<file path="config.mk">
export PLATFORM = sky130hd
export DESIGN_NAME = hsv_range_chroma_key
export DESIGN_NICKNAME = d
export VERILOG_FILES = /design/src/sv/hsvck_pkg.sv /design/src/sv/hsvck_pipe.sv /design/src/sv/hsv_range_chroma_key.sv
export SDC_FILE = /design/constraint.sdc
export NUM_CORES = 1
export LEC_CHECK = 0
export BUFFER_PORTS_ARGS = -buffer_cell sky130_fd_sc_hd__buf_2
export CAP_MARGIN = 20
export CORE_ASPECT_RATIO = 1.4
export CORE_MARGIN = 2
export CORE_UTILIZATION = 55
export CTS_CLUSTER_DIAMETER = 40
export DETAILED_ROUTE_END_ITERATION = 8
export PLACE_DENSITY = 0.72
export SYNTH_ARGS = -nofsm -noshare
export SYNTH_HDL_FRONTEND = slang
export SYNTH_SLANG_ARGS = --single-unit
</file>
<file path="constraint.sdc">
create_clock -name aclk -period 6.5 [get_ports aclk]
set_clock_uncertainty 0.2 [all_clocks]
set_input_delay 1.625 -clock aclk [delete_from_list [all_inputs] [get_ports aclk]]
set_output_delay 1.625 -clock aclk [all_outputs]
set_load 0.005 [all_outputs]
</file>
<file path="src/sv/hsvck_pkg.sv">
// hsvck_pkg: shared types and register indexes for the hsv range chroma key
`default_nettype none

package hsvck_pkg;

    localparam int unsigned ChanW  = 8;
    localparam int unsigned HueW   = 9;
    localparam int unsigned CfgW   = 9;
    localparam int unsigned CfgIdxW = 3;

    // register indexes on the configuration port
    localparam logic [CfgIdxW-1:0] RegHueMin = 3'd0;
    localparam logic [CfgIdxW-1:0] RegHueMax = 3'd1;
    localparam logic [CfgIdxW-1:0] RegSatMin = 3'd2;
    localparam logic [CfgIdxW-1:0] RegSatMax = 3'd3;
    localparam logic [CfgIdxW-1:0] RegValMin = 3'd4;
    localparam logic [CfgIdxW-1:0] RegValMax = 3'd5;

    localparam logic [HueW-1:0]  HueMinRst = 9'd100;
    localparam logic [HueW-1:0]  HueMaxRst = 9'd185;
    localparam logic [ChanW-1:0] SatMinRst = 8'd80;
    localparam logic [ChanW-1:0] SatMaxRst = 8'd255;
    localparam logic [ChanW-1:0] ValMinRst = 8'd70;
    localparam logic [ChanW-1:0] ValMaxRst = 8'd255;

    typedef struct packed {
        logic [ChanW-1:0] alpha;
        logic [ChanW-1:0] blue;
        logic [ChanW-1:0] green;
        logic [ChanW-1:0] red;
    } pixel_t;

    typedef struct packed {
        logic [HueW-1:0]  hue_min;
        logic [HueW-1:0]  hue_max;
        logic [ChanW-1:0] sat_min;
        logic [ChanW-1:0] sat_max;
        logic [ChanW-1:0] val_min;
        logic [ChanW-1:0] val_max;
    } key_cfg_t;

    // which channel is largest, red checked first
    typedef enum logic [1:0] {
        SEC_RED   = 2'd0,
        SEC_GREEN = 2'd1,
        SEC_BLUE  = 2'd2
    } sector_t;

endpackage

`default_nettype wire

</file>
<file path="src/sv/hsvck_pipe.sv">
// hsvck_pipe: four-stage hsv conversion and range key datapath
`default_nettype none

module hsvck_pipe (
    input  wire logic                 aclk,
    input  wire logic                 aresetn,
    input  wire hsvck_pkg::key_cfg_t  cfg,
    input  wire logic                 in_valid,
    output logic                      in_ready,
    input  wire hsvck_pkg::pixel_t    in_pix,
    input  wire logic                 in_last,
    output logic                      out_valid,
    input  wire logic                 out_ready,
    output hsvck_pkg::pixel_t         out_pix,
    output logic                      out_keyed,
    output logic                      out_last
);

    localparam int unsigned CW = hsvck_pkg::ChanW;

    // stage advance, each stage moves when empty or when the next one moves
    logic adv1, adv2, adv3, adv4;
    logic v1_reg, v2_reg, v3_reg, v4_reg;

    assign adv4     = !v4_reg || out_ready;
    assign adv3     = !v3_reg || adv4;
    assign adv2     = !v2_reg || adv3;
    assign adv1     = !v1_reg || adv2;
    assign in_ready = adv1;

    always_ff @(posedge aclk) begin
        if (!aresetn) begin
            v1_reg <= 1'b0;
            v2_reg <= 1'b0;
            v3_reg <= 1'b0;
            v4_reg <= 1'b0;
        end else begin
            if (adv1) v1_reg <= in_valid;
            if (adv2) v2_reg <= v1_reg;
            if (adv3) v3_reg <= v2_reg;
            if (adv4) v4_reg <= v3_reg;
        end
    end

    // stage 1: largest and smallest channel, sector
    hsvck_pkg::pixel_t   pix1_reg;
    logic                last1_reg;
    logic [CW-1:0]       mx1_reg, mn1_reg;
    hsvck_pkg::sector_t  sec1_reg;

    logic [CW-1:0]       mx1_next, mn1_next;
    hsvck_pkg::sector_t  sec1_next;

    always_comb begin
        mx1_next = in_pix.red;
        mn1_next = in_pix.red;
        if (in_pix.green > mx1_next) mx1_next = in_pix.green;
        if (in_pix.blue  > mx1_next) mx1_next = in_pix.blue;
        if (in_pix.green < mn1_next) mn1_next = in_pix.green;
        if (in_pix.blue  < mn1_next) mn1_next = in_pix.blue;
        priority if (in_pix.red == mx1_next)   sec1_next = hsvck_pkg::SEC_RED;
        else if (in_pix.green == mx1_next)     sec1_next = hsvck_pkg::SEC_GREEN;
        else                                   sec1_next = hsvck_pkg::SEC_BLUE;
    end

    always_ff @(posedge aclk) begin
        if (adv1) begin
            pix1_reg  <= in_pix;
            last1_reg <= in_last;
            mx1_reg   <= mx1_next;
            mn1_reg   <= mn1_next;
            sec1_reg  <= sec1_next;
        end
    end

    // stage 2: chroma span and hue numerator before the factor of sixty
    hsvck_pkg::pixel_t   pix2_reg;
    logic                last2_reg;
    logic [CW-1:0]       mx2_reg, d2_reg;
    logic                grey2_reg;
    logic signed [11:0]  hn2_reg;

    logic [CW-1:0]       d2_next;
    logic signed [11:0]  hn2_next;
    logic signed [11:0]  r12, g12, b12, d12;

    always_comb begin
        d2_next = mx1_reg - mn1_reg;
        r12 = $signed({4'b0, pix1_reg.red});
        g12 = $signed({4'b0, pix1_reg.green});
        b12 = $signed({4'b0, pix1_reg.blue});
        d12 = $signed({4'b0, d2_next});
        unique case (sec1_reg)
            hsvck_pkg::SEC_RED:   hn2_next = g12 - b12;
            hsvck_pkg::SEC_GREEN: hn2_next = (d12 <<< 1) + b12 - r12;
            hsvck_pkg::SEC_BLUE:  hn2_next = (d12 <<< 2) + r12 - g12;
            default:              hn2_next = '0;
        endcase
    end

    always_ff @(posedge aclk) begin
        if (adv2) begin
            pix2_reg  <= pix1_reg;
            last2_reg <= last1_reg;
            mx2_reg   <= mx1_reg;
            d2_reg    <= d2_next;
            grey2_reg <= (d2_next == '0);
            hn2_reg   <= hn2_next;
        end
    end

    // stage 3: products for the cross-multiplied range checks
    hsvck_pkg::pixel_t   pix3_reg;
    logic                last3_reg;
    logic [CW-1:0]       mx3_reg;
    logic                grey3_reg;
    logic signed [17:0]  hn3_reg;
    logic [16:0]         hlo3_reg, hhi3_reg;
    logic [15:0]         snum3_reg, slo3_reg, shi3_reg;

    logic signed [17:0]  hn3_next;
    logic [16:0]         hlo3_next, hhi3_next;
    logic [15:0]         snum3_next, slo3_next, shi3_next;

    always_comb begin
        hn3_next   = 18'(signed'({{6{hn2_reg[11]}}, hn2_reg}) * 18'sd60);
        hlo3_next  = 17'(cfg.hue_min) * 17'(d2_reg);
        hhi3_next  = 17'(cfg.hue_max) * 17'(d2_reg);
        snum3_next = {d2_reg, 8'b0} - 16'(d2_reg);
        slo3_next  = 16'(cfg.sat_min) * 16'(mx2_reg);
        shi3_next  = 16'(cfg.sat_max) * 16'(mx2_reg);
    end

    always_ff @(posedge aclk) begin
        if (adv3) begin
            pix3_reg  <= pix2_reg;
            last3_reg <= last2_reg;
            mx3_reg   <= mx2_reg;
            grey3_reg <= grey2_reg;
            hn3_reg   <= hn3_next;
            hlo3_reg  <= hlo3_next;
            hhi3_reg  <= hhi3_next;
            snum3_reg <= snum3_next;
            slo3_reg  <= slo3_next;
            shi3_reg  <= shi3_next;
        end
    end

    // stage 4: compares, key decision and output register
    hsvck_pkg::pixel_t   pix4_reg;
    logic                keyed4_reg, last4_reg;
    logic                hue_ok, sat_ok, val_ok, key_next;
    logic signed [18:0]  hn19, hlo19, hhi19;

    always_comb begin
        hn19  = {hn3_reg[17], hn3_reg};
        hlo19 = $signed({2'b0, hlo3_reg});
        hhi19 = $signed({2'b0, hhi3_reg});
        // grey pixels have hue and saturation both zero
        if (grey3_reg) begin
            hue_ok = (cfg.hue_min == '0);
            sat_ok = (cfg.sat_min == '0);
        end else begin
            hue_ok = (hlo19 <= hn19) && (hn19 <= hhi19);
            sat_ok = (slo3_reg <= snum3_reg) && (snum3_reg <= shi3_reg);
        end
        val_ok   = (cfg.val_min <= mx3_reg) && (mx3_reg <= cfg.val_max);
        key_next = hue_ok && sat_ok && val_ok;
    end

    always_ff @(posedge aclk) begin
        if (adv4) begin
            pix4_reg   <= key_next ? '0 : pix3_reg;
            keyed4_reg <= key_next;
            last4_reg  <= last3_reg;
        end
    end

    assign out_valid = v4_reg;
    assign out_pix   = pix4_reg;
    assign out_keyed = keyed4_reg;
    assign out_last  = last4_reg;

endmodule

`default_nettype wire

</file>
<file path="src/sv/hsv_range_chroma_key.sv">
// hsv_range_chroma_key: top level with configuration registers and stream ports
// an accepted request passes stage one to stage four of the datapath before its result reaches the master side
// throughput: one pixel per cycle while m_tready stays high, set by the four-stage datapath with per-stage advance
// a stalled master side fills the empty stages first, then holds s_tready low
// reset (aresetn low, synchronous) empties the pipeline and loads the default ranges
`default_nettype none

module hsv_range_chroma_key (
    input  wire logic                              aclk,
    input  wire logic                              aresetn,
    // configuration write port
    input  wire logic                              cfg_wr_en,
    input  wire logic [hsvck_pkg::CfgIdxW-1:0]     cfg_index,
    input  wire logic [hsvck_pkg::CfgW-1:0]        cfg_wdata,
    // input pixel stream
    input  wire logic                              s_tvalid,
    output logic                                   s_tready,
    input  wire logic [31:0]                       s_tdata,  // red_in, green_in, blue_in, alpha_in
    input  wire logic                              s_tlast,  // frame_end_in
    // output pixel stream
    output logic                                   m_tvalid,
    input  wire logic                              m_tready,
    output logic [31:0]                            m_tdata,  // red_out, green_out, blue_out, alpha_out
    output logic [0:0]                             m_tuser,  // keyed
    output logic                                   m_tlast   // frame_end_out
);

    hsvck_pkg::key_cfg_t cfg_reg;
    hsvck_pkg::pixel_t   out_pix;
    logic                out_keyed;

    always_ff @(posedge aclk) begin
        if (!aresetn) begin
            cfg_reg.hue_min <= hsvck_pkg::HueMinRst;
            cfg_reg.hue_max <= hsvck_pkg::HueMaxRst;
            cfg_reg.sat_min <= hsvck_pkg::SatMinRst;
            cfg_reg.sat_max <= hsvck_pkg::SatMaxRst;
            cfg_reg.val_min <= hsvck_pkg::ValMinRst;
            cfg_reg.val_max <= hsvck_pkg::ValMaxRst;
        end else if (cfg_wr_en) begin
            unique case (cfg_index)
                hsvck_pkg::RegHueMin: cfg_reg.hue_min <= cfg_wdata;
                hsvck_pkg::RegHueMax: cfg_reg.hue_max <= cfg_wdata;
                hsvck_pkg::RegSatMin: cfg_reg.sat_min <= cfg_wdata[7:0];
                hsvck_pkg::RegSatMax: cfg_reg.sat_max <= cfg_wdata[7:0];
                hsvck_pkg::RegValMin: cfg_reg.val_min <= cfg_wdata[7:0];
                hsvck_pkg::RegValMax: cfg_reg.val_max <= cfg_wdata[7:0];
                default: ;
            endcase
        end
    end

    hsvck_pipe u_pipe (
        .aclk      (aclk),
        .aresetn   (aresetn),
        .cfg       (cfg_reg),
        .in_valid  (s_tvalid),
        .in_ready  (s_tready),
        .in_pix    (hsvck_pkg::pixel_t'(s_tdata)),
        .in_last   (s_tlast),
        .out_valid (m_tvalid),
        .out_ready (m_tready),
        .out_pix   (out_pix),
        .out_keyed (out_keyed),
        .out_last  (m_tlast)
    );

    assign m_tdata    = out_pix;
    assign m_tuser[0] = out_keyed;

endmodule

`default_nettype wire
</file>
* Word level (Yosys, flattened, before mapping)
Index checks and enable logic that the tools add are counted.
** Word-level totals
- Logic and storage cells :: 109
- Input port bits :: 50
- Output and inout bits :: 36
- Bits in registers :: 341
** Cells by class
- Add/sub/neg operators :: 7
- Mux-type cells :: 8
- Reductions and logical operators :: 24
- $lt $le $gt $ge :: 10
- Equality and inequality tests :: 9
- Multipliers :: 5
** Operators by type and width (number)
- $le A18 B18 Y1 :: 2
- $pmux W12 S3 :: 1
- $mul A9 B8 Y17 :: 2
- $le A16 B16 Y1 :: 2
- $mul A8 B8 Y16 :: 2
- $mux W8 :: 4
- $sub A12 B9 Y12 :: 2
- $eq A8 B8 Y1 :: 2
- $gt A8 B8 Y1 :: 2
- $le A8 B8 Y1 :: 2
- $logic_not A8 Y1 :: 2
- $lt A8 B8 Y1 :: 2
- $mul A12 B5 Y16 const B :: 1
- $sub A16 B8 Y16 :: 1
- $reduce_and A2 Y1 :: 6
- $add A10 B8 Y11 :: 1
- $add A9 B8 Y10 :: 1
- $logic_not A9 Y1 :: 1
- $sub A8 B8 Y9 :: 1
- $sub A8 B8 Y8 :: 1
- $eq A3 B2 Y1 const B :: 2
- $eq A3 B3 Y1 const B :: 2
- $logic_and A1 B1 Y1 :: 5
- $logic_not A1 Y1 :: 4
- other kinds (8) :: 12

* Depth between registers and ports, before layout
Gate-level depths: netlist of the first run.
- Word-level depth :: 6
- Mapped depth :: 20
- Depth with buffers taken out :: 20

* Hierarchy
From an unflattened synthesis of the first run, not the netlist that was laid out.
** Second synthesis, totals
- Cell total of the unflattened synthesis :: 2425
- Area, all modules :: 26162.6 µm²
** Modules (own cells, without submodules)
- hsvck_pipe :: seq. area each 8698.3 µm², area each 24175.7 µm², times used 1, cells an instance 2236
- hsv_range_chroma_key :: seq. area each 1001.0 µm², area each 1986.9 µm², times used 1, cells an instance 189

* Least setup slack after synthesis of the first run
OpenSTA, ideal clock, no wires.
- Path kind :: input to register
- Start point :: input m_tready
- End point :: register u_pipe.grey3_reg (enable)
- Arrival time :: 4168 ps
- Data required time :: 5107 ps
- Setup slack :: 940 ps
- Path buffers :: 0
- Stages :: 2
- Library setup time :: 1193 ps
- Cells stage by stage :: nor2b_1 -> nand2_1
** Between the ends
- Cells in the longest elaborated chain, start to end :: 2
** RTL lines
- from (decl) :: line hsv_range_chroma_key.sv:22 : input wire logic m_tready,
- $logic_or A1 B1 Y1 :: line hsvck_pipe.sv:25 : assign adv4 = !v4_reg || out_ready;
- $logic_or A1 B1 Y1 :: line hsvck_pipe.sv:26 : assign adv3 = !v3_reg || adv4;
- named net u_pipe.adv3 :: line hsvck_pipe.sv:22 : logic adv1, adv2, adv3, adv4;
- to (signal assigned) :: line hsvck_pipe.sv:139 : grey3_reg <= grey2_reg;
- to (decl) :: line hsvck_pipe.sv:116 : logic grey3_reg;
The timed path passes the listed nets, and every way through them passes these cells.
A chain may end at the register's enable or synchronous reset.

* Final worst setup path of the first run
- Start point :: input s_tdata[6]
- End point :: register u_pipe.sec1_reg[1], data pin
** Between the ends
- Cells in the longest elaborated chain, start to end :: 6
- Elaborated cells between the ends (all ways) :: 7
- Those cells by class :: order compare (2); eq/ne (2); mux (3)
** RTL lines
- from (decl) :: line hsv_range_chroma_key.sv:18 : input wire logic [31:0] s_tdata,
- $gt A8 B8 Y1 :: line hsvck_pipe.sv:57 : if (in_pix.green > mx1_next) mx1_next = in_pix.green;
- $mux W8 :: line hsvck_pipe.sv:57
- $gt A8 B8 Y1 :: line hsvck_pipe.sv:58 : if (in_pix.blue > mx1_next) mx1_next = in_pix.blue;
- $mux W8 :: line hsvck_pipe.sv:58
- $eq A8 B8 Y1 :: line hsvck_pipe.sv:62 : else if (in_pix.green == mx1_next) sec1_next = hsvck_pkg::SEC_GREEN;
- $mux W2 :: line hsvck_pipe.sv:62
- to (signal assigned) :: line hsvck_pipe.sv:72 : sec1_reg <= sec1_next;
- to (decl) :: line hsvck_pipe.sv:49 : hsvck_pkg::sector_t sec1_reg;
Several ways; a longest one is shown, not always the timed one.

==> out/qor.yml, run 1 <==
floorplanning:
  start_util: 0.556
  die_y_microns: 264
  io_pins: 86
  core_sq_um: 47900
  die_w_microns: 190
  rows: 95
  die-area_sq_um: 50300
global_routing:
  grt_pass1_wl_microns: 101000
  grt_start_max_net_pins: 77
  antenna_found_initial: 3
  grtUsageMet1: 0.289
  grt_util_all_layers: 0.257
  met3_usage: 0.0281
  grt_pass1_vias: 19439
  grt-ovfl-total: 0
  use_met2: 0.490
  grt-busiest-layer: "met2"
min_path:
  hold_path_depth: 0
  worstHoldStart: "u_pipe.pix2_reg[17]"
  hp-class: "reg -> reg"
  hold_end: "u_pipe.pix3_reg[17]"
cells_and_area:
  final_common_cell: "inv_1"
  areaGrowthSynthToFinish_pct: 9.65
  multi_input_area_sq_um: 15000
  drive_above_1_share: 0.0839
  final_cell_mix: "inv_1, ha_1, edfxtp_1"
  final_nets: 3215
  nFillCells: 3900
  regArea_sq_um: 9700
  utilization: 0.610
  largest_reg_flops: 50
  final_cells: 3325
  n_antenna_cell: 0
critical_path:
  path_class: "in -> reg"
  crit_slowest_cell: "a2111oi_0"
  timing.rr.end: "u_pipe.hhi3_reg[16]"
  critPathLaunch: "s_tdata[6]"
  required_ps: 6620
  cp_top_family: "compound AO/OA/AOI/OAI gates"
  cpPeakStageDelay_ps: 540
  rr_worst_depth: 14
  cp_num_buf_inv: 5
  regToRegSetupSlack_ps: 1020
  r2r_start: "u_pipe.d2_reg[4]"
  cp_cell_sequence: "buf_2 -> inv_1 -> ha_1 -> a21o_1 -> a21oi_1 -> o211ai_1 -> nand2_1 -> buf_4 -> mux2i_1 -> ha_1 -> nand3_1 -> nor2_1 -> a32oi_1 -> buf_4 -> nand3_1 -> nand3_1 -> o211ai_1 -> a2111oi_0 -> buf_4 -> nor2b_1"
  startpoint_type: "primary input"
  cp_max_fo: 10
  critPathArrivalTime_ps: 5790
  cp-end-kind: "register"
logic_synthesis:
  yosysSeqAreaShare: 0.364
  syn_avg_cell_area_sq_um: 10.3
  syn_area_sq_um: 26700
  synth_cell_types: 69
  synthCells: 2592
  synth_ff_type: "edfxtp_1"
  async_flop_share: 0
  synth.ff_latch_count: 341
  yosys_warnings: 0
  synth_edf_count: 287
  syn_nets: 3145
drt:
  wl_per_cell_microns: 18.7
  final_antenna_net_count: 0
  drt_iter0_markers: 983
  vias_per_cell: 5.55
  vias: 18466
  firstDrtPassIters: 5
  drc: 0
  postRouteWirelength_microns: 62100
clocking:
  post_cts_resized: 0
  cts_buffers: 43
  worstSkewPairLatency_ps: 560
  cts_tree: "yes"
  clockBufferDepth: 3
  clock_sinks: 341
  root_buffer: "clkbuf_16"
  cts_setup_buffers: 0
  clk_pin_slew_ps: 60
  htree_levels: 2
  cts_hold_buf: 0
place:
  dp_hpwl_microns: 48300
  gp_congestion: 0.893
  placed_cells: 3246
  portBuffers: 85
sta:
  finalSetupViolCount: 0
  rsz0062_at_grt: "false"
  fmax_ghz: 0.176
  timing.final.crit_share: 0.872
  tightest_slew_ps: 1090
  tns_ps: 0
  hold_violations: 0
  layout_min_cycle_time_ps: 5670
  relSlewSlack: 0.269
  maxSlewViolCount: 0
run_status:
  status: "completed"
run:
  drv_cap: 0
metrics by stage:
stage	hold slack [ps]	area [sq um]	setup slack [ps]
after global placement	200	27700	323
after CTS	218	29200	887
after floorplan	200	26700	940
final	218	29200	832
after global routing	222	29200	421
after detailed placement	205	27700	322
worst max-delay path by stage:
stage	to	cells past startpoint
after detailed placement	u_pipe.sec1_reg[1]	20
after global placement	u_pipe.sec1_reg[1]	20
after floorplan	u_pipe.grey3_reg	2
after CTS	u_pipe.sec1_reg[1]	20
final	u_pipe.sec1_reg[1]	20
after global routing	u_pipe.sec1_reg[1]	20
routing by layer:
metal  wire length [microns]  up-vias
met5                      46        -
met2                   33600      407
met3                    2430      156
met1                   23400     9085
li1                        -     8812
met4                    2600        6
worst reg2reg max path, stage by stage (launching register included):
cell and delay (ps):
edfxtp_1 960, nand2_1 190, fa_1 590, fa_1 440, fa_1 560, inv_1 60
fa_1 480, ha_1 360, nor3_1 190, nor2_1 80, a31o_2 250, o41ai_1 440
o21bai_1 140, a21oi_1 200, xnor2_1 80
kinds of logic (layout without fill, tap and decap cells):
group	after synthesis	after routing	share of synthesized area
AND/OR/NAND/NOR	739	739	0.141
buffers and inverters	512	615	0.0735
adder cells (fa/ha/maj)	503	503	0.287
AO/OA/AOI/OAI	363	363	0.0898
flip-flops	341	341	0.364
XOR/XNOR	115	115	0.0378
multiplexers	19	19	0.00728
synthesized netlist by cell type, types with 51 or more instances:
cell      instances  area, sq um
o21ai_0          51          255
and2_1          156          976
nand2_1         277         1040
clkbuf_1         63          236
xnor2_1          84          736
dfxtp_1          54         1080
fa_1            181         3620
ha_1            322         4030
nor2_1           77          289
a21oi_1         105          526
nand3_1          51          255
inv_1           433         1630
edfxtp_1        287         8620
layout make-up:
class / count / area share
multi-input cells: 1739 / 0.513
flip-flops and latches: 341 / 0.332
inverters: 433 / 0.0556
clock buffers: 50 / 0.0395
well taps: 630 / 0.0270
repair buffers: 104 / 0.0201
clock inverters: 28 / 0.0125
Power of run 1 is not shown: default switching activity piles up to over one toggle a cycle in this logic, so the estimate is an artifact.
==> run 2, diff against run 1 <==
--- a/config.mk
+++ b/config.mk
@@ -7,12 +7,12 @@
 export LEC_CHECK = 0
 export BUFFER_PORTS_ARGS = -buffer_cell sky130_fd_sc_hd__buf_2
 export CAP_MARGIN = 20
-export CORE_ASPECT_RATIO = 1.4
 export CORE_MARGIN = 2
 export CORE_UTILIZATION = 55
 export CTS_CLUSTER_DIAMETER = 40
 export DETAILED_ROUTE_END_ITERATION = 8
-export PLACE_DENSITY = 0.72
+export HOLD_SLACK_MARGIN = 0.12
+export PLACE_DENSITY = 0.71
 export SYNTH_ARGS = -nofsm -noshare
 export SYNTH_HDL_FRONTEND = slang
 export SYNTH_SLANG_ARGS = --single-unit
==> out/qor.yml, run 2 (synthesis results as in run 1) <==
run_status:
  status: "completed"
floorplanning:
  io_pins: 86  # unchanged
  rows: 80  # -16%
  die_y_microns: 224  # -15%
  core_sq_um: 47700  # -0.33%
  start_util: 0.558  # +0.00182
  die-area_sq_um: 50200  # about the same
  die_w_microns: 224  # +18%
global_routing:
  grt_pass1_wl_microns: 101000  # -0.62%
  antenna_found_initial: 0  # -3
  grt-ovfl-total: 0  # unchanged
  grt_pass1_vias: 19836  # +2.0%
  grt_start_max_net_pins: 67  # -13%
  grt_util_all_layers: 0.254  # -0.00310
sta:
  finalSetupViolCount: 0  # unchanged
  timing.final.crit_share: 0.841  # -0.0310
  hold_violations: 0  # unchanged
  tightest_slew_ps: 1110  # +16.2 ps
  layout_min_cycle_time_ps: 5470  # -202 ps
  maxSlewViolCount: 0  # unchanged
  tns_ps: 0  # unchanged
  rsz0062_at_grt: "false"
  fmax_ghz: 0.183  # +3.7%
  relSlewSlack: 0.260  # -0.00931
cells_and_area:
  nFillCells: 3818  # -2.1%
  final_cells: 3345  # +0.60%
  n_antenna_cell: 0  # unchanged
  final_common_cell: "inv_1"
  drive_above_1_share: 0.0941  # +0.0103
  final_cell_mix: "inv_1, ha_1, edfxtp_1"
  largest_reg_flops: 50  # unchanged
  multi_input_area_sq_um: 15000  # unchanged
  regArea_sq_um: 9700  # unchanged
  areaGrowthSynthToFinish_pct: 11.4
  fin_area_sq_um: 29700  # +1.6%
  final_nets: 3235  # +0.62%
  utilization: 0.622  # +0.0118
clocking:
  clk_pin_slew_ps: 60  # about the same
  clockBufferDepth: 3  # unchanged
  post_cts_resized: 0  # unchanged
  cts_hold_buf: 0  # unchanged
  root_buffer: "clkbuf_16"
  cts_buffers: 57  # +33%
  cts_tree: "yes"
  clock_sinks: 341  # unchanged
  worstSkewPairLatency_ps: 620  # +60 ps
  htree_levels: 2  # unchanged
  cts_setup_buffers: 0  # unchanged
critical_path:
  startpoint_type: "register"
  cp-end-kind: "register"
  cp_max_fo: 22  # +12
  required_ps: 6630  # about the same
  path_class: "reg -> reg"
  critPathArrivalTime_ps: 5600  # -190 ps
drt:
  drc: 0  # unchanged
  firstDrtPassIters: 5  # unchanged
  postRouteWirelength_microns: 61000  # -1.8%
  final_antenna_net_count: 0  # unchanged
  vias_per_cell: 5.60  # +0.87%
  drt_iter0_markers: 1150  # +17%
  vias: 18738  # +1.5%
  wl_per_cell_microns: 18.2  # -2.4%
place:
  portBuffers: 85  # unchanged
  placed_cells: 3238  # -0.25%
  gp_congestion: 0.880  # -1.5%
  dp_hpwl_microns: 46200  # -4.4%
  placed_cell_area_sq_um: 27700  # +0.12%
min_path:
  hp-class: "reg -> reg"
run:
  drv_cap: 0  # unchanged
[run 2: layout make-up]
| class | instances | share of cell area |
|---|---|---|
| repair buffers | 110 | 0.0206 |
| clock buffers | 64 | 0.0500 |
| multi-input cells | 1739 | 0.505 |
| clock inverters | 43 | 0.0167 |
| flip-flops and latches | 341 | 0.327 |
| well taps | 615 | 0.0259 |
| inverters | 433 | 0.0547 |
[run 2: final timing paths]
kind / end / slack (ps) / start / cells past startpoint
max: u_pipe.hhi3_reg[15] / 1030 / u_pipe.d2_reg[4] / 14
min: u_pipe.pix3_reg[28] / 220 / u_pipe.pix2_reg[28] / 0
max reg2reg: u_pipe.hhi3_reg[15] / 1030 / u_pipe.d2_reg[4] / 14
min reg2reg: u_pipe.pix3_reg[28] / 220 / u_pipe.pix2_reg[28] / 0
[run 2: stage by stage]
stage	hold WS [ps]	setup WS (ps)
floorplan	200	940
global placement	200	524
detailed placement	206	520
CTS	218	1060
global route	225	682
finish	215	1030
[run 2: worst max-delay path: stages, from the launching register on]
cell      delay (ps)
edfxtp_1         910
nand2_1          180
fa_1             490
fa_1             560
fa_1             450
fa_1             550
inv_1             40
ha_1             320
o21a_1           140
o21ai_0          190
nand2b_1         110
a31o_2           260
a41o_1           260
o41ai_1          380
xnor2_1          130
[run 2: per-layer routing]
metal	vias up	GRT usage	part of all wire
li1	8882	-	-
met1	9144	0.322	0.42
met2	584	0.438	0.49
met3	128	0.0432	0.060
met4	0	0.0935	0.035
met5	-	0	0
Power of run 2 is left out for the same reason.
